[src/design/brf_pkg.sv]
// ----------------------------------------------------------------------------
// brf_pkg
// shared constants, codes and command type of the byte ring fifo
// ----------------------------------------------------------------------------
`default_nettype none

package brf_pkg;

    localparam int DEPTH      = 1024;
    localparam int MAX_BURST  = 64;
    localparam int PUSH_BYTES = 8;

    localparam int PTR_W      = $clog2(DEPTH);
    localparam int SZ_W       = PTR_W + 1;
    localparam int LEN_W      = PTR_W;
    localparam int CNT_W      = 7;
    localparam int OP_W       = 3;
    localparam int CFG_W      = 11;
    localparam int DATA_W     = 8 * PUSH_BYTES;

    localparam int IN_TDATA_W  = 80;
    localparam int OUT_TDATA_W = 40;

    localparam int Q_DEPTH    = 2;
    localparam int Q_PTR_W    = $clog2(Q_DEPTH);
    localparam int Q_CNT_W    = $clog2(Q_DEPTH + 1);

    typedef enum logic [OP_W-1:0] {
        OP_PUSH  = 3'd0,
        OP_POP   = 3'd1,
        OP_PEEK  = 3'd2,
        OP_CPEEK = 3'd3,
        OP_CLEAR = 3'd4
    } t_op;

    typedef enum logic [1:0] {
        K_PUSH,
        K_READ,
        K_CLEAR,
        K_NOP
    } t_kind;

    typedef struct packed {
        t_kind              kind;
        logic               pop;
        logic               contig;
        logic [CNT_W-1:0]   cnt;
        logic [DATA_W-1:0]  data;
    } t_cmd;

endpackage

`default_nettype wire

[src/design/brf_front.sv]
// ----------------------------------------------------------------------------
// brf_front
// input side: takes stream beats and turns them into classified commands
// ----------------------------------------------------------------------------
`default_nettype none

module brf_front (
    input  wire logic                               i_s_tvalid,
    output logic                                    o_s_tready,
    input  wire logic [brf_pkg::IN_TDATA_W-1:0]     i_s_tdata,   // op, count, push_bytes
    output logic                                    o_cmd_valid,
    input  wire logic                               i_cmd_ready,
    output brf_pkg::t_cmd                           o_cmd
);

    brf_pkg::t_op                   op;
    logic [brf_pkg::CNT_W-1:0]      count;
    logic [brf_pkg::DATA_W-1:0]     bytes;

    assign op    = brf_pkg::t_op'(i_s_tdata[brf_pkg::OP_W-1:0]);
    assign count = i_s_tdata[brf_pkg::OP_W +: brf_pkg::CNT_W];
    assign bytes = i_s_tdata[brf_pkg::OP_W + brf_pkg::CNT_W +: brf_pkg::DATA_W];

    assign o_s_tready  = i_cmd_ready;
    assign o_cmd_valid = i_s_tvalid;

    always_comb begin
        o_cmd.kind   = brf_pkg::K_NOP;
        o_cmd.pop    = 1'b0;
        o_cmd.contig = 1'b0;
        o_cmd.cnt    = '0;
        o_cmd.data   = bytes;
        case (op)
            brf_pkg::OP_PUSH: begin
                o_cmd.kind = brf_pkg::K_PUSH;
                // bad byte count becomes zero, rejected behind
                if ((count != '0) && (count <= brf_pkg::CNT_W'(brf_pkg::PUSH_BYTES))) begin
                    o_cmd.cnt = count;
                end
            end
            brf_pkg::OP_POP, brf_pkg::OP_PEEK, brf_pkg::OP_CPEEK: begin
                o_cmd.kind   = brf_pkg::K_READ;
                o_cmd.pop    = (op == brf_pkg::OP_POP);
                o_cmd.contig = (op == brf_pkg::OP_CPEEK);
                if (count > brf_pkg::CNT_W'(brf_pkg::MAX_BURST)) begin
                    o_cmd.cnt = brf_pkg::CNT_W'(brf_pkg::MAX_BURST);
                end else begin
                    o_cmd.cnt = count;
                end
            end
            brf_pkg::OP_CLEAR: begin
                o_cmd.kind = brf_pkg::K_CLEAR;
            end
            default: begin
                o_cmd.kind = brf_pkg::K_NOP;
            end
        endcase
    end

endmodule

`default_nettype wire

[config.mk]
export PLATFORM = sky130hd
export DESIGN_NAME = brf_front
export DESIGN_NICKNAME = d
export VERILOG_FILES = /design/src/design/brf_pkg.sv /design/src/design/brf_front.sv
export SDC_FILE = /design/constraint.sdc
export NUM_CORES = 1
export LEC_CHECK = 0
export BUFFER_PORTS_ARGS = -buffer_cell sky130_fd_sc_hd__buf_4
export CORE_AREA = 2 2 62 64
export DETAILED_ROUTE_END_ITERATION = 10
export DIE_AREA = 0 0 64 66
export GPL_TIMING_DRIVEN = 0
export PLACE_DENSITY = 0.7
export SYNTH_ARGS = -nofsm -noshare
export SYNTH_HDL_FRONTEND = slang
export SYNTH_SLANG_ARGS = --single-unit
[constraint.sdc]
create_clock -name vclk -period 1.6
set_input_delay 0.16 -clock vclk [all_inputs]
set_output_delay 0.16 -clock vclk [all_outputs]
set_load 0.01 [all_outputs]
==> flow_metrics.py, run 1 <==
metrics = {
    "worst_setup_path": {
        "crit_slowest_cell": "or4_1",
        "end_kind": "primary output",
        "critPathRequiredTime_ns": 1.44,
        "cp_num_cells": 5,
        "critPathMaxFanout": 4,
        "startpoint_type": "primary input",
        "path_class": "in -> out",
        "crit_chain": "buf_6 > or4_1 > o41a_1 > a21oi_1 > buf_4",
        "critPathBufInv": 2,
        "critical-path-top-delay-family": "compound AO/OA/AOI/OAI gates",
        "arrival_ns": 1.48,
        "cp-endpoint": "o_cmd[67]",
        "crit_start": "i_s_tdata[4]",
        "max_stage_delay_ns": 0.51,
    },
    "synth": {
        "ys_types": 17,
        "ys_warn_count": 0,
        "synthDominantCellAreaShare": 0.762,
        "avgSynthCellArea_um2": 7.23,
        "syn_inst": 90,
        "yosysMostFrequentCell": "buf_4",
        "ys_seq_area_frac": 0,
        "synth_nets": 172,
        "synth_area_leaders": "buf_4 76%, a21oi_1 3.1%, nand2b_1 2.9%",
        "netlist_area_um2": 651,
        "yosysTopAreaCell": "buf_4",
        "yosys-top-cells-count": "66 x buf_4, 4 x a21oi_1, 3 x nand2b_1",
    },
    "routing": {
        "firstDrtPassIters": 4,
        "drc_errors": 0,
        "wl_per_cell_um": 9.64,
        "viasPerCell": 3.75,
        "drt-total-wl_um": 2170,
        "drt_iter0_markers": 11,
        "dr_total_vias": 844,
        "drtAntennaViolNets": 0,
    },
    "sta": {
        "tns_ns": -0.127,
        "maxSlewViolCount": 0,
        "post-route-period-util": 1.02,
        "post-route-worst-setup-slack_ns": -0.0381,
        "fmax_mhz": 610,
        "hold_violations": 0,
        "finalSetupViolations": 4,
        "period_minus_slack_ns": 1.64,
        "slew_headroom": 0.770,
        "worst_pin_slew_ns": 0.345,
        "rsz0062_at_grt": "true",
    },
    "placement": {
        "io_buffers": 86,
        "gp_congestion": 0.684,
        "place_ws_ns": -0.108,
        "post_dp_cell_area_um2": 1360,
    },
    "power": {
        "vdd_drop_max_mv": 0.118,
        "cellLeakagePower_uw": 0.000786,
        "powerDensity_nw_per_um2": 275,
    },
    "finish": {
        "final_area_um2": 1380,
        "nets": 261,
        "antenna_cells": 0,
        "nClkBuffers": 0,
        "synthToLayoutAreaGrowth_pct": 111,
        "fillers": 377,
        "design.seq.count": 0,
        "multi_input_area_um2": 148,
        "seq_area_um2": 0,
        "drive_gt1_frac": 0.876,
    },
    "status": {
        "failed_checks": "setup timing",
        "status": "finished, violations left",
    },
    "worst_hold_path": {
        "hp-class": "in -> out",
    },
    "grt": {
        "grt.overflow.total": 0,
        "track_usage": 0.0810,
        "grt_pass1_vias": 674,
        "grt_pass1_wl_um": 2860,
        "grt_max_degree": 11,
        "antenna_found_initial": 0,
    },
    "floorplanning": {
        "initial_core_util": 0.183,
        "core_um2": 3550,
        "die_y_um": 66,
        "rows": 22,
        "pin_count": 159,
        "chipWidth_um": 64,
        "die_area_um2": 4220,
    },
    "clock_network": {
        "cts_hold_buf": 0,
    },
    "job": {
        "maxCapViolations": 0,
    },
}
-- how the worst min path moves through the flow --
stage	from	end	cells past startpoint
floorplan	i_s_tdata[1]	o_cmd[72]	1
global placement	i_s_tdata[30]	o_cmd[20]	2
detailed placement	i_s_tdata[18]	o_cmd[8]	2
finish	i_s_tdata[18]	o_cmd[8]	2
global route	i_s_tdata[72]	o_cmd[62]	2
CTS	i_s_tdata[18]	o_cmd[8]	2
-- stage by stage --
step | instances | util | power [uW] | hold slack [ns]
finish | 225 | 0.387 | 378 | 0.496
global route | 225 | 0.387 | 403 | 0.499
CTS | 225 | 0.387 | 383 | 0.497
detailed placement | 224 | 0.382 | 378 | 0.497
global placement | 224 | 0.382 | 375 | 0.496
floorplan | 90 | - | 200 | 0.369
-- power by group --
group | switching (uW) | leakage (uW) | total [uW] | internal (uW)
registers | 0 | 0 | 0 | 0
logic | 132 | 0.000786 | 378 | 247
clock network | 0 | 0 | 0 | 0
total | 132 | 0.000786 | 378 | 247
-- per-layer routing --
metal | vias up | share of wire | global-route usage
li1 | 400 | - | -
met1 | 350 | 0.27 | 0.0823
met2 | 94 | 0.53 | 0.171
met3 | 0 | 0.19 | 0.0221
met4 | 0 | 0 | 0
met5 | - | 0 | 0
-- logic make-up after synthesis --
family                 after synthesis  synth area share
buffers and inverters               69             0.779
AND/OR/NAND/NOR                     14             0.150
AO/OA/AOI/OAI                        7            0.0712
-- layout by cell type, fill, tap and decap left out, drive strengths merged, types with 2 or more instances in the layout --
cell / n
nor4b: 2
nand2b: 3
a21oi: 4
or4: 2
nor3b: 2
buf: 153
clkbuf: 2
-- repair_timing --
action | in CTS | in global routing
setup buffers | 1 | 0
pin swaps | 1 | 1
resized for setup | 3 | 0
endpoints found under the setup margin | 4 | 4
-- area by class of cell --
type / count / share of cell area
Multi-Input combinational cell: 21 / 0.107
Inverter: 1 / 0.00273
Tap cell: 48 / 0.0437
Timing Repair Buffer: 87 / 0.480
Buffer: 68 / 0.366
(Power assumes the default switching activity.)
==> run 2, diff against run 1 <==
CORE_AREA = 5 5 60 62   (was 2 2 62 64)
DIE_AREA = 0 0 65 67   (was 0 0 64 66)
PLACE_DENSITY = 0.81   (was 0.7)
==> run 2 against run 1 <==
Sequential cell count unchanged. Design area decreased by 1.4%. Worst setup slack improved by 0.0077 ns. First-iteration DRC count increased by 18%. Count of clock-buffer cells in the layout unchanged. The run still ends with setup timing left. Fmax increased by 0.47%. Sequential share of layout area unchanged. Via count decreased by 0.59%. Total power increased by 0.69%. Final cell count decreased by 6.7%.
==> flow_metrics.py, run 2 (synthesis gave the netlist of run 1 again) <==
metrics = {
    "sta": {
        "hold_violations": 0,
        "rsz0062_at_grt": "true",
        "period_minus_slack_ns": 1.63,
        "finalSetupViolations": 4,
        "tns_ns": -0.0747,
        "fin_hold_ws_ns": 0.497,
        "post-route-worst-setup-slack_ns": -0.0304,
        "slew_headroom": 0.778,
        "post-route-period-util": 1.02,
        "maxSlewViolCount": 0,
        "fmax_mhz": 613,
        "worst_pin_slew_ns": 0.333,
    },
    "worst_setup_path": {
        "crit_slowest_cell": "or4_4",
        "critPathMaxFanout": 4,
        "path_class": "in -> out",
        "critPathBufInv": 2,
        "critPathRequiredTime_ns": 1.44,
        "arrival_ns": 1.47,
        "crit_start": "i_s_tdata[4]",
        "startpoint_type": "primary input",
        "max_stage_delay_ns": 0.51,
        "end_kind": "primary output",
        "critical-path-top-delay-family": "compound AO/OA/AOI/OAI gates",
        "crit_chain": "buf_6 > or4_4 > o41a_1 > a21oi_1 > buf_4",
    },
    "power": {
        "p_clk_frac": 0,
        "p_comb_frac": 1.000,
        "switching_power_uw": 134,
        "power_uw": 381,
        "intPower_uw": 247,
        "vdd_drop_max_mv": 0.142,
        "cellLeakagePower_uw": 0.000788,
        "seqPwrFrac": 0,
        "powerDensity_nw_per_um2": 281,
        "sw_frac_of_total": 0.351,
    },
    "status": {
        "status": "finished, violations left",
        "failed_checks": "setup timing",
    },
    "job": {
        "maxCapViolations": 0,
    },
    "routing": {
        "drt-total-wl_um": 2630,
        "drc_errors": 0,
        "drtAntennaViolNets": 0,
        "dr_total_vias": 839,
        "wl_per_cell_um": 12.5,
        "drt_iter0_markers": 13,
        "firstDrtPassIters": 4,
        "viasPerCell": 4.00,
    },
    "finish": {
        "antenna_cells": 0,
        "fillers": 309,
        "layout_commonest_cell": "buf_4",
        "seq_area_um2": 0,
        "nets": 261,
        "drive_gt1_frac": 0.876,
        "layout_common_cells": "151 x buf_4, 4 x a21oi_1, 3 x nand2b_1",
        "synthToLayoutAreaGrowth_pct": 108,
        "nClkBuffers": 0,
        "design.seq.count": 0,
        "fin_util": 0.455,
    },
    "worst_hold_path": {
        "hold_start": "i_s_tdata[52]",
        "hp-class": "in -> out",
    },
    "grt": {
        "grt_pass1_vias": 854,
        "grt.overflow.total": 0,
        "track_usage": 0.102,
        "grt_pass1_wl_um": 3710,
        "grt_max_degree": 11,
        "antenna_found_initial": 0,
    },
    "floorplanning": {
        "die_area_um2": 4360,
        "core_um2": 2980,
        "chipWidth_um": 65,
        "rows": 20,
        "pin_count": 159,
        "die_y_um": 67,
        "initial_core_util": 0.218,
    },
    "placement": {
        "gp_congestion": 0.717,
        "io_buffers": 86,
    },
    "clock_network": {
        "cts_hold_buf": 0,
    },
}
-- run 2: cell counts in the layout (fill, tap and decap cells not counted) --
No cell type changed its count.
-- run 2: per-stage QoR --
stage          setup slack (ns)  cell area, um^2  instances
5_1_grt                  -0.101             1360        210
6_report                -0.0304             1360        210
3_5_place_dp            -0.0592             1340        209
3_3_place_gp            -0.0585             1340        209
4_1_cts                 -0.0345             1350        210
2_1_floorplan             0.169              651         90
-- run 2: power groups by stage --
stage               registers, uW  logic, uW  clock network [uW]
floorplan                       0        200                   0
global placement                0        377                   0
detailed placement              0        382                   0
CTS                             0        386                   0
global route                    0        410                   0
finish                          0        381                   0
-- run 2: cell type report --
cell class	instances	area, um^2	area share
plain buffers	68	503	0.371
inverters	1	3.75	0.00277
multi-input cells	21	148	0.109
well taps	33	41.3	0.0304
repair buffers	87	661	0.487
-- run 2: worst paths after layout --
| kind | end | cells past startpoint | slack [ns] |
|---|---|---|---|
| max | o_cmd[66] | 5 | -0.03 |
| min | o_cmd[42] | 2 | 0.50 |
-- run 2: timing repair --
action | CTS | global route
setup endpoints to repair | 4 | 4
resized for setup | 2 | 1
setup buffers | 1 | 0
pin swaps | 0 | 0
gates cloned | 0 | 0
-- run 2: routing by layer --
layer  global-route usage  part of all wire  vias up
met2                0.199              0.50       94
met5                    0                 0        -
li1                     -                 -      400
met1                0.104              0.30      345
met4                    0                 0        0
met3               0.0472              0.20        0
==> run 3, diff against run 2 <==
BUFFER_PORTS_ARGS = unset   (was -buffer_cell sky130_fd_sc_hd__buf_4)
CORE_AREA = 5 5 58 60   (was 5 5 60 62)
DIE_AREA = 0 0 63 65   (was 0 0 65 67)
DONT_BUFFER_PORTS = 1   (was unset)
GPL_TIMING_DRIVEN = unset   (was 0)
PLACE_DENSITY = 0.37   (was 0.81)
==> run 3 against run 2 <==
Fmax increased by 4.9%. Core utilization decreased by 37 points. Wire length decreased by 48%. Combinational power decreased by 90%. The run now ends clean. Sequential share of layout area unchanged. Sequential cell count unchanged. Non-clock buffer count decreased by 150. Critical path depth decreased by 1. Die area decreased by 6.0%. Design area decreased by 83%. Count of clock-buffer cells in the layout unchanged. Highest routed layer is now met4. Worst hold slack got worse by 0.18 ns.
==> flow_metrics.py, run 3 (synthesis gave the netlist of run 1 again) <==
metrics = {
    "power": {
        "cellLeakagePower_uw": 0.0000688,
        "vdd_drop_max_mv": 0.0492,
        "powerDensity_nw_per_um2": 171,
        "power_uw": 39.9,
    },
    "worst_hold_path": {
        "hold_start": "i_s_tdata[35]",
        "min_to": "o_cmd[25]",
        "min_path_cells": 0,
        "hp-class": "in -> out",
    },
    "sta": {
        "finalSetupViolations": 0,
        "maxSlewViolCount": 0,
        "period_minus_slack_ns": 1.55,
        "slew_headroom": 0.595,
        "post-route-period-util": 0.971,
        "hold_violations": 0,
        "rsz0062_at_grt": "false",
        "worst_pin_slew_ns": 0.599,
        "fmax_mhz": 643,
        "tns_ns": 0,
    },
    "floorplanning": {
        "die_area_um2": 4100,
        "initial_core_util": 0.226,
        "die_y_um": 65,
        "chipWidth_um": 63,
        "core_um2": 2880,
        "pin_count": 159,
        "rows": 20,
    },
    "worst_setup_path": {
        "critPathMaxFanout": 4,
        "end_kind": "primary output",
        "startpoint_type": "primary input",
        "arrival_ns": 1.39,
        "path_class": "in -> out",
        "critPathRequiredTime_ns": 1.44,
    },
    "grt": {
        "track_usage": 0.0577,
        "grt_max_degree": 11,
        "grt_pass1_vias": 286,
        "grt.overflow.total": 0,
        "grt_pass1_wl_um": 1840,
        "antenna_found_initial": 0,
    },
    "routing": {
        "wl_per_cell_um": 23.0,
        "drc_errors": 0,
        "firstDrtPassIters": 1,
        "viasPerCell": 4.82,
        "dr_total_vias": 289,
        "drt-total-wl_um": 1380,
        "drt_iter0_markers": 0,
        "drtAntennaViolNets": 0,
    },
    "placement": {
        "hpwlAfterDp_um": 1190,
        "gp_congestion": 0.674,
        "io_buffers": 0,
    },
    "finish": {
        "nClkBuffers": 0,
        "synthToLayoutAreaGrowth_pct": -64.0,
        "design.seq.count": 0,
        "drive_gt1_frac": 0.296,
        "layout_commonest_cell": "buf_4",
        "antenna_cells": 0,
        "nets": 111,
        "seq_area_um2": 0,
        "layout_common_cells": "5 x buf_4, 3 x nand2b_1",
    },
    "status": {
        "status": "completed",
    },
    "job": {
        "maxCapViolations": 0,
    },
    "clock_network": {
        "cts_hold_buf": 0,
    },
}
[run 3: power breakdown]
part	switching (uW)	total, uW	internal [uW]
Clock	0	0	0
Sequential	0	0	0
Combinational	20.5	39.9	19.4
Total	20.5	39.9	19.4
[run 3: worst max path at each step]
stage                 start         to  slack [ns]  depth (start not counted)
6_report       i_s_tdata[4]  o_cmd[65]        0.05                          4
4_1_cts        i_s_tdata[4]  o_cmd[64]        0.05                          4
3_3_place_gp   i_s_tdata[4]  o_cmd[66]        0.06                          4
3_5_place_dp   i_s_tdata[4]  o_cmd[64]        0.06                          4
5_1_grt        i_s_tdata[4]  o_cmd[66]       0.007                          4
2_1_floorplan  i_s_tdata[4]  o_cmd[64]        0.17                          3
[run 3: critical path, stage by stage]
cell and delay (ns):
or4_1 0.50, o41a_1 0.40, a21oi_1 0.19, buf_4 0.14
[run 3: through the flow]
stage	instance area (um^2)	setup WS [ns]	cells	utilization	hold slack, ns
floorplan	651	0.169	90	-	0.369
global placement	226	0.0581	60	0.0787	0.320
detailed placement	226	0.0591	60	0.0787	0.320
CTS	226	0.0531	60	0.0787	0.320
global route	234	0.00690	60	0.0813	0.320
finish	234	0.0457	60	0.0813	0.320
[run 3: final cells by class]
cell class / instances / area, um^2
fillers: 325 / 2640
inverters: 1 / 3.75
multi-input cells: 21 / 151
well taps: 33 / 41.3
repair buffers: 5 / 37.5
[run 3: what timing repair did]
action                                  4_1_cts  5_1_grt
endpoints found under the setup margin        0        1
resized for setup                             0        2
buffers inserted                              0        0
hold endpoints to repair                      0        0
[run 3: per-layer routing]
| layer | global-route usage | vias to the layer above | part of all wire |
|---|---|---|---|
| met3 | 0.0468 | 40 | 0.26 |
| met5 | 0 | - | 0 |
| met4 | 0.0955 | 0 | 0.17 |
| met2 | 0.0564 | 41 | 0.28 |
| met1 | 0.0548 | 109 | 0.29 |
| li1 | - | 99 | - |
