==> config.mk <==
export PLATFORM = sky130hd
export DESIGN_NAME = brf_cmd_q
export DESIGN_NICKNAME = d
export VERILOG_FILES = /design/src/design/brf_pkg.sv /design/src/design/brf_cmd_q.sv
export SDC_FILE = /design/constraint.sdc
export NUM_CORES = 1
export LEC_CHECK = 0
export ABC_AREA = 1
export BUFFER_PORTS_ARGS = -buffer_cell sky130_fd_sc_hd__buf_2
export CAP_MARGIN = 20
export CORE_MARGIN = 8
export CORE_UTILIZATION = 25
export DETAILED_ROUTE_END_ITERATION = 10
export PLACE_DENSITY = 0.44
export SLEW_MARGIN = 20
export SYNTH_ARGS = -nofsm -noshare
export SYNTH_HDL_FRONTEND = slang
export SYNTH_SLANG_ARGS = --single-unit
==> constraint.sdc <==
create_clock -name i_clk -period 4.2 [get_ports i_clk]
set_clock_uncertainty 0.05 [all_clocks]
set_input_delay 0.42 -clock i_clk [delete_from_list [all_inputs] [get_ports i_clk]]
set_output_delay 0.42 -clock i_clk [all_outputs]
set_load 0.02 [all_outputs]
==> src/design/brf_pkg.sv <==
// ----------------------------------------------------------------------------
// brf_pkg
// shared constants, codes and command type of the byte ring fifo
// ----------------------------------------------------------------------------
`default_nettype none

package brf_pkg;

    localparam int DEPTH      = 1024;
    localparam int MAX_BURST  = 64;
    localparam int PUSH_BYTES = 8;

    localparam int PTR_W      = $clog2(DEPTH);
    localparam int SZ_W       = PTR_W + 1;
    localparam int LEN_W      = PTR_W;
    localparam int CNT_W      = 7;
    localparam int OP_W       = 3;
    localparam int CFG_W      = 11;
    localparam int DATA_W     = 8 * PUSH_BYTES;

    localparam int IN_TDATA_W  = 80;
    localparam int OUT_TDATA_W = 40;

    localparam int Q_DEPTH    = 2;
    localparam int Q_PTR_W    = $clog2(Q_DEPTH);
    localparam int Q_CNT_W    = $clog2(Q_DEPTH + 1);

    typedef enum logic [OP_W-1:0] {
        OP_PUSH  = 3'd0,
        OP_POP   = 3'd1,
        OP_PEEK  = 3'd2,
        OP_CPEEK = 3'd3,
        OP_CLEAR = 3'd4
    } t_op;

    typedef enum logic [1:0] {
        K_PUSH,
        K_READ,
        K_CLEAR,
        K_NOP
    } t_kind;

    typedef struct packed {
        t_kind              kind;
        logic               pop;
        logic               contig;
        logic [CNT_W-1:0]   cnt;
        logic [DATA_W-1:0]  data;
    } t_cmd;

endpackage

`default_nettype wire

==> src/design/brf_cmd_q.sv <==
// ----------------------------------------------------------------------------
// brf_cmd_q
// short command queue between the front and the back
// ----------------------------------------------------------------------------
`default_nettype none

module brf_cmd_q (
    input  wire logic           i_clk,
    input  wire logic           i_rst_n,
    input  wire logic           i_in_valid,
    output logic                o_in_ready,
    input  wire brf_pkg::t_cmd  i_in_cmd,
    output logic                o_out_valid,
    input  wire logic           i_out_ready,
    output brf_pkg::t_cmd       o_out_cmd
);

    brf_pkg::t_cmd                  r_ent [brf_pkg::Q_DEPTH];
    logic [brf_pkg::Q_PTR_W-1:0]    r_wp;
    logic [brf_pkg::Q_PTR_W-1:0]    r_rp;
    logic [brf_pkg::Q_CNT_W-1:0]    r_cnt;
    logic [brf_pkg::Q_CNT_W-1:0]    n_cnt;
    logic                           push;
    logic                           pop;

    assign o_in_ready  = (r_cnt != brf_pkg::Q_CNT_W'(brf_pkg::Q_DEPTH));
    assign o_out_valid = (r_cnt != '0);
    assign o_out_cmd   = r_ent[r_rp];
    assign push        = i_in_valid && o_in_ready;
    assign pop         = o_out_valid && i_out_ready;

    always_comb begin
        n_cnt = r_cnt;
        if (push && !pop) begin
            n_cnt = r_cnt + brf_pkg::Q_CNT_W'(1);
        end else if (pop && !push) begin
            n_cnt = r_cnt - brf_pkg::Q_CNT_W'(1);
        end
    end

    always_ff @(posedge i_clk) begin
        if (!i_rst_n) begin
            r_wp  <= '0;
            r_rp  <= '0;
            r_cnt <= '0;
        end else begin
            if (push) begin
                r_wp <= r_wp + brf_pkg::Q_PTR_W'(1);
            end
            if (pop) begin
                r_rp <= r_rp + brf_pkg::Q_PTR_W'(1);
            end
            r_cnt <= n_cnt;
        end
    end

    always_ff @(posedge i_clk) begin
        if (push) begin
            r_ent[r_wp] <= i_in_cmd;
        end
    end

endmodule

`default_nettype wire

==> flow_summary.yaml, run 1 <==
power_and_ir_drop:
  power_density_mw_per_mm2: 627
  leakage_nw: 2.90
  ir_worst_vdd_mv: 0.267
timing:
  setup_slack_ps: 1350
  report.final.slew_viol_count: 0
  finalCriticalPeriod_ps: 2850
  relSlewSlack: 0.577
  timing.final.crit_share: 0.678
  setup_violations: 0
  fmax_mhz: 351
  report.final.hold_viol_count: 0
  rsz0062_at_grt: "no"
  worstMarginPinSlew_ps: 635
  fin_tns_setup_ps: 0
floorplanning:
  pin_count: 156
  initial_core_util: 0.252
  coreArea_sq_mm: 0.0233
  die-area_sq_mm: 0.0286
  die_h_um: 169
  fp-row-count: 56
  die_x_um: 169
clock_tree:
  cts-buffers-inserted: 17
  cts_buffer_depth: 2
  cts_setup_buffers: 0
  cts.sinks: 155
  htree_num_levels: 4
  insertion_delay_ps: 410
  clk_pin_slew_ps: 60
  ctsResizeCount: 0
  cts_root_buf: "clkbuf_16"
  hold_buffers: 0
  cts_tree: "yes"
setup_path:
  slowest_stage: "dfxtp_4"
  cp_max_fo: 35
  worstPathCellList: "buf_4 -> mux2_2 -> buf_2"
  crit_required_ps: 3730
  cpPeakStageDelay_ps: 760
  crit_family: "flip-flops"
  end_kind: "primary output"
  worst-path-buf-inv: 2
  reg2regPathDepth: 5
  crit_type: "reg -> out"
  cp-start-kind: "register"
  cp.depth: 3
  arrival_ps: 2380
min_path:
  hold_class: "in -> reg"
  worstHoldPathCells: 1
routing:
  antenna_left: 0
  via_count: 2981
  first_iter_violations: 145
  drcViolationCount: 0
  wirelength_mm: 12.5
  wl_per_cell_um: 16.2
  drt-vias-per-instance: 3.86
  dr.pass1.iters: 4
placed_design:
  portBuffers: 155
  place_ws_ps: 1710
  post-dp-hpwl_mm: 8.58
  place_congestion: 0.690
cells_and_area:
  num-nets-final: 522
  fillerInstances: 2327
  diodes: 0
  drive_above_1_share: 0.586
  area_growth_pct: 29.8
synthesis:
  yosysUniqueCellTypes: 15
  synth_top_area_frac: 0.769
  yosysWarnings: 0
  yosysTopAreaCell: "edfxtp_1"
  yosys-top-cells-area: "edfxtp_1 77%, mux2_4 13%, mux2_2 4.8%"
  syn_nets: 350
  synthCells: 270
  syn_area_sq_mm: 0.00585
  synth.ff_latch_count: 155
  synth.yosys.seq_area_share: 0.786
  avgSynthCellArea_sq_um: 21.7
grt:
  grt_pass1_vias: 3421
  grt_max_degree: 40
  grt_pass1_wl_mm: 19.2
  antenna_found_initial: 3
  grt_overflow: 0
  track_usage: 0.0900
job:
  cap_violations: 0
outcome:
  status: "completed"
Yosys cell counts:
master and number:
inv_1 8, mux2_2 25, buf_6 6, mux2_4 50, o21ai_0 2, dfxtp_1 5
a21oi_1 1, o21a_1 1, nand4_1 1, buf_2 2, edfxtp_1 150, nand3_1 1
ha_1 1, nand2_1 9, nor2_1 8
per-layer routing:
layer  GRT usage  up-vias  routed length [um]
met3      0.0394       14                 970
met5           0        -                  31
met1      0.0994     1471                5190
met2       0.148       96                6170
li1            -     1394                   -
met4      0.0404        6                 179
where the power goes:
group | internal [mW] | switching [mW] | leakage [nW] | total (mW)
clock | 0.928 | 0.590 | 0.282 | 1.52
combinational | 0.501 | 0.683 | 1.18 | 1.18
sequential | 1.96 | 0.102 | 1.44 | 2.06
sequential cells by signal, indices dropped and copies added, names as in the netlist, named ones only:
| name | flops |
|---|---|
| r_rp | 1 |
| r_cnt | 2 |
| r_ent | 150 |
| r_wp | 1 |
logic make-up (layout without fill, tap and decap cells):
family                     Yosys count  in the layout  share of synthesized area
AOI/OAI and AO/OA                    4              4                    0.00385
adders and majority gates            1              1                    0.00214
buffers and inverters               16            200                     0.0184
DFF                                155            155                      0.786
muxes                               75             75                      0.176
and+or+nand+nor                     19             19                     0.0128
final timing paths:
path | from | to | slack (ps)
worst min-delay path | i_in_cmd[4] | r_ent[0][4] | 140
worst min register to register | r_rp | r_rp | 460
worst max register to register | r_cnt[0] | r_ent[0][18] | 2410
worst max-delay path | register | o_out_cmd[56] | 1350
layout make-up:
class | instances | area [sq um] | area share
clock buffer | 19 | 433 | 0.0570
clock inverter | 12 | 150 | 0.0198
multi-input combinational | 99 | 1160 | 0.152
inverter | 8 | 30.0 | 0.00395
sequential | 155 | 4610 | 0.606
tap | 319 | 399 | 0.0525
timing repair buffer | 161 | 821 | 0.108
stage by stage:
| stage | hold slack [ps] | area, sq um | std cells | util | total power [mW] |
|---|---|---|---|---|---|
| 3_5_place_dp | 444 | 7020 | 742 | 0.302 | 3.31 |
| 6_report | 136 | 7600 | 773 | 0.327 | 4.76 |
| 5_1_grt | 118 | 7600 | 773 | 0.327 | 5.00 |
| 2_1_floorplan | 417 | 5850 | 270 | - | 2.94 |
| 4_1_cts | 112 | 7600 | 773 | 0.327 | 4.86 |
| 3_3_place_gp | 435 | 7020 | 742 | 0.302 | 3.30 |
cell usage in the layout (no fill, tap or decap), drive strengths merged, types with 2 or more instances in the layout:
cell type and count:
dfxtp 5, mux2 75, buf 161, clkbuf 19, nor2 8, bufinv 3
clkinv 8, edfxtp 150, o21ai 2, inv 8, nand2 9
Note: power is estimated with default switching activity, not from simulation.
==> run 2, diff against run 1 <==
PLACE_DENSITY = 0.43   (was 0.44)
clock period = 2.8 ns   (was 4.2 ns; I/O delays follow)
==> flow_summary.yaml, run 2 (same netlist as run 1, synthesis figures left out) <==
grt:
  antenna_found_initial: 0
  grt_overflow: 0
  track_usage: 0.0900
  grt_max_degree: 76
  grt_pass1_vias: 3662
  grt_pass1_wl_mm: 19.6
floorplanning:
  die_h_um: 169
  die_x_um: 169
  fp-row-count: 56
  pin_count: 156
  coreArea_sq_mm: 0.0233
  die-area_sq_mm: 0.0286
  initial_core_util: 0.252
cells_and_area:
  final_common_cell: "buf_2"
  largest_reg_flops: 150
  diodes: 0
  top_register: "r_ent"
  final_cell_mix: "155 x buf_2, 150 x edfxtp_1, 69 x dlygate4sd3_1"
  drive_above_1_share: 0.507
  num-nets-final: 590
  area_growth_pct: 42.5
  reg_top3: "r_ent x150, r_cnt x2"
setup_path:
  r2r_start: "r_cnt[0]"
  crit_type: "reg -> out"
  cp_max_fo: 75
  cp-start-kind: "register"
  crit_end: "o_out_cmd[59]"
  arrival_ps: 1780
  reg2regPathDepth: 5
  end_kind: "primary output"
  crit_required_ps: 2470
  r2r-end: "r_ent[0][14]"
  reg2reg_slack_ps: 900
clock_tree:
  cts_tree: "yes"
  insertion_delay_ps: 410
  ctsResizeCount: 0
  htree_num_levels: 4
  cts-buffers-inserted: 17
  hold_buffers: 68
  cts_root_buf: "clkbuf_16"
  cts_setup_buffers: 0
  cts_buffer_depth: 2
  clk_pin_slew_ps: 60
  cts.sinks: 155
power_and_ir_drop:
  seqPwrFrac: 0.406
  p_int_mw: 5.34
  p_comb_frac: 0.260
  clockPowerShare: 0.333
  power_density_mw_per_mm2: 889
  leakage_nw: 3.21
  p_sw_frac: 0.280
  p_sw_mw: 2.08
  ir_worst_vdd_mv: 0.386
timing:
  setup_slack_ps: 687
  relSlewSlack: 0.510
  setup_violations: 0
  finalCriticalPeriod_ps: 2110
  worstMarginPinSlew_ps: 735
  rsz0062_at_grt: "no"
  report.final.slew_viol_count: 0
  timing.final.crit_share: 0.755
  fin_tns_setup_ps: 0
  fmax_mhz: 473
  report.final.hold_viol_count: 0
routing:
  antenna_left: 0
  drt-vias-per-instance: 3.83
  dr.pass1.iters: 6
  first_iter_violations: 105
  drcViolationCount: 0
  via_count: 3229
  wirelength_mm: 12.7
  wl_per_cell_um: 15.0
job:
  cap_violations: 0
min_path:
  hold_class: "in -> reg"
placed_design:
  place_ws_ps: 893
  portBuffers: 155
  place_congestion: 0.686
  post-dp-hpwl_mm: 8.15
outcome:
  status: "completed"
run 2: cell count changes in the layout (fill, tap and decap cells not counted):
cell	before	now
clkinv_2	2	1
clkinv_1	2	1
clkinv_4	4	2
buf_4	6	4
clkbuf_1	2	4
dlygate4sd3_1	0	69
bufinv_16	3	5
buf_12	0	1
inv_6	0	1
run 2: worst min-delay path by stage:
| stage | start | endpoint | slack, ps | cells past startpoint |
|---|---|---|---|---|
| 6_report | i_in_cmd[46] | r_ent[1][46] | 30 | 1 |
| 2_1_floorplan | i_in_cmd[0] | r_ent[0][0] | 330 | 0 |
| 3_5_place_dp | i_in_cmd[37] | r_ent[0][37] | 420 | 1 |
| 3_3_place_gp | i_in_cmd[60] | r_ent[0][60] | 420 | 1 |
| 4_1_cts | i_in_cmd[48] | r_ent[1][48] | 4 | 1 |
| 5_1_grt | i_in_cmd[46] | r_ent[0][46] | 0.08 | 1 |
run 2: per-stage QoR:
stage	hold WS (ps)	total power [mW]	cells	instance area, sq um	util
after global routing	0.0829	7.79	842	8340	0.359
after detailed placement	422	4.97	741	7020	0.302
after CTS	3.77	7.56	841	8330	0.358
after global placement	420	4.94	741	7020	0.302
final	25.5	7.42	842	8340	0.359
after floorplan	329	4.39	270	5860	-
run 2: power groups by stage:
stage	clock network [mW]	registers, mW	logic [mW]
final	2.47	3.01	1.93
after global routing	2.66	3.04	2.08
after CTS	2.56	3.02	1.99
after detailed placement	0	3.07	1.90
after global placement	0	3.05	1.89
after floorplan	0	3.06	1.33
run 2: per-layer routing:
metal	track usage	vias up	wire length, um
li1	-	1530	-
met1	0.0978	1595	5230
met2	0.153	96	6350
met3	0.0394	8	934
met4	0.0335	0	153
met5	0	-	0
run 2: cell type report:
type / count / area (sq um)
Fill cell: 2262 / 14900
Multi-Input combinational cell: 99 / 1160
Tap cell: 319 / 399
Sequential cell: 155 / 4610
Clock buffer: 21 / 440
Inverter: 8 / 30.0
Timing Repair Buffer: 229 / 1520
Clock inverter: 11 / 193
run 2: critical path, stage by stage (launching register included):
cell     delay [ps]
dfxtp_4         350
buf_12          430
mux2_2          420
buf_2           170
==> run 3, diff against run 2 <==
PLACE_DENSITY = 0.44   (was 0.43)
clock period = 1.77 ns   (was 2.8 ns; I/O delays follow)
==> flow_summary.yaml, run 3 (same netlist as run 1, synthesis figures left out) <==
timing:
  worstMarginPinSlew_ps: 261
  finalCriticalPeriod_ps: 1830
  report.final.slew_viol_count: 0
  setup_violations: 50
  fin_tns_setup_ps: -1870
  timing.final.crit_share: 1.04
  rsz0062_at_grt: "yes"
  whs_ps: 148
  relSlewSlack: 0.826
  setup_slack_ps: -62.1
  fmax_mhz: 546
  report.final.hold_viol_count: 0
power_and_ir_drop:
  p_sw_mw: 3.58
  p_sw_frac: 0.286
  seqPwrFrac: 0.382
  leakage_nw: 3.47
  total_power_mw: 12.5
  power_density_mw_per_mm2: 1390
  ir_worst_vdd_mv: 0.598
  p_comb_frac: 0.323
  clockPowerShare: 0.296
  p_int_mw: 8.94
clock_tree:
  insertion_delay_ps: 410
  cts.sinks: 155
  cts_buffer_depth: 2
  clk_pin_slew_ps: 60
  cts_tree: "yes"
  cts_root_buf: "clkbuf_16"
  htree_num_levels: 4
  cts-buffers-inserted: 17
routing:
  wl_per_cell_um: 15.9
  drt-vias-per-instance: 3.83
  via_count: 3308
  first_iter_violations: 113
  antenna_left: 0
  wirelength_mm: 13.7
  dr.pass1.iters: 4
  drcViolationCount: 0
setup_path:
  r2r_start: "r_cnt[1]"
  cp.depth: 5
  arrival_ps: 1610
  cpMostUsedCell: "buf_6"
  reg2regPathDepth: 9
  cp_max_fo: 8
  cpPeakStageDelay_ps: 350
  cp-start-kind: "register"
  end_kind: "primary output"
  crit_type: "reg -> out"
  slowest_stage: "dfxtp_4"
  crit_required_ps: 1540
  worstPathCellList: "buf_6 -> buf_8 -> buf_16 -> mux2_4 -> buf_6"
  reg2reg_slack_ps: 300
  r2r-end: "r_cnt[1]"
  crit_family: "buffers and inverters"
  worst-path-buf-inv: 4
grt:
  grt_overflow: 0
  globalRouteMet3Util: 0.0352
  grt_max_degree: 41
  use_met1: 0.113
  track_usage: 0.0982
  antenna_found_initial: 1
  grt_pass1_wl_mm: 21.2
  grt_pass1_vias: 3777
  grt_busiest_layer: "met2"
  grtUsageMet2: 0.168
placed_design:
  post-dp-hpwl_mm: 8.39
  place_congestion: 0.661
  place_ws_ps: 266
  place_inst: 743
  portBuffers: 155
cells_and_area:
  top_register: "r_ent"
  reg_top3: "r_ent x150, r_cnt x2"
  final_common_cell: "edfxtp_1"
  drive_above_1_share: 0.524
  final_cell_mix: "150 x edfxtp_1, 109 x buf_2, 76 x dlygate4sd3_1"
  final_cells: 864
  area_growth_pct: 54.3
  num-nets-final: 611
  largest_reg_flops: 150
min_path:
  worstHoldPathCells: 4
  min_from: "i_in_valid"
  min_to: "r_wp"
  hold_class: "in -> reg"
floorplanning:
  die_x_um: 169
  initial_core_util: 0.252
  die_h_um: 169
  pin_count: 156
  fp-row-count: 56
  die-area_sq_mm: 0.0286
  coreArea_sq_mm: 0.0233
job:
  cap_violations: 0
outcome:
  violations: "negative setup slack"
  status: "finished with violations"
[run 3: cell types whose count changed in the layout (fill, tap and decap cells not counted), sizes merged]
cell / delta
buf: +14
dlygate4sd3: +7
clkinvlp: +3
inv: +3
bufinv: -2
clkbuf: -2
clkinv: -2
diode: +1
[run 3: layer usage]
metal / wire length, um / vias up
met5: 0 / -
met4: 115 / 0
met2: 7020 / 96
met1: 5840 / 1627
li1: - / 1578
met3: 721 / 7
[run 3: final cells by class]
cell class | instances | area [sq um]
flip-flops and latches | 155 | 4610
well taps | 319 | 399
multi-input cells | 99 | 1180
clock inverters | 13 | 166
inverters | 8 | 30.0
fillers | 2190 | 14200
clock buffers | 19 | 433
repair buffers | 250 | 2210
diodes | 1 | 2.50
[run 3: power by group through the flow]
stage	logic [mW]	registers (mW)	clock network, mW
after detailed placement	3.11	4.89	0
after floorplan	2.13	4.83	0
after global placement	3.08	4.86	0
final	4.04	4.78	3.70
after CTS	4.16	4.78	3.85
after global routing	4.32	4.82	3.97
[run 3: worst max path at each step]
| stage | end | slack [ps] |
|---|---|---|
| final | o_out_cmd[8] | -60 |
| after global routing | o_out_cmd[6] | -130 |
| after CTS | o_out_cmd[8] | -100 |
| after detailed placement | o_out_cmd[60] | 270 |
| after global placement | o_out_cmd[59] | 290 |
| after floorplan | r_ent[0][0] | -380 |
[run 3: worst register-to-register path: stages (launching register included)]
cell and delay (ps):
dfxtp_1 420, nand2_4 80, nand2_4 100, inv_1 80
ha_1 320, inv_1 90, nand3_1 80, nand2_1 60
inv_1 30, nor2_1 100
[run 3: timing repair]
item | CTS | global route
gates cloned | 6 | 0
endpoints found under the hold margin | 154 | 0
setup buffers | 7 | 0
endpoints found under the setup margin | 69 | 74
hold buffers | 76 | 0
resized for setup | 109 | 0
[run 3: through the flow]
stage	util	area, sq um
3_3_place_gp	0.306	7110
5_1_grt	0.388	9030
2_1_floorplan	-	5890
6_report	0.388	9030
4_1_cts	0.388	9030
3_5_place_dp	0.306	7110
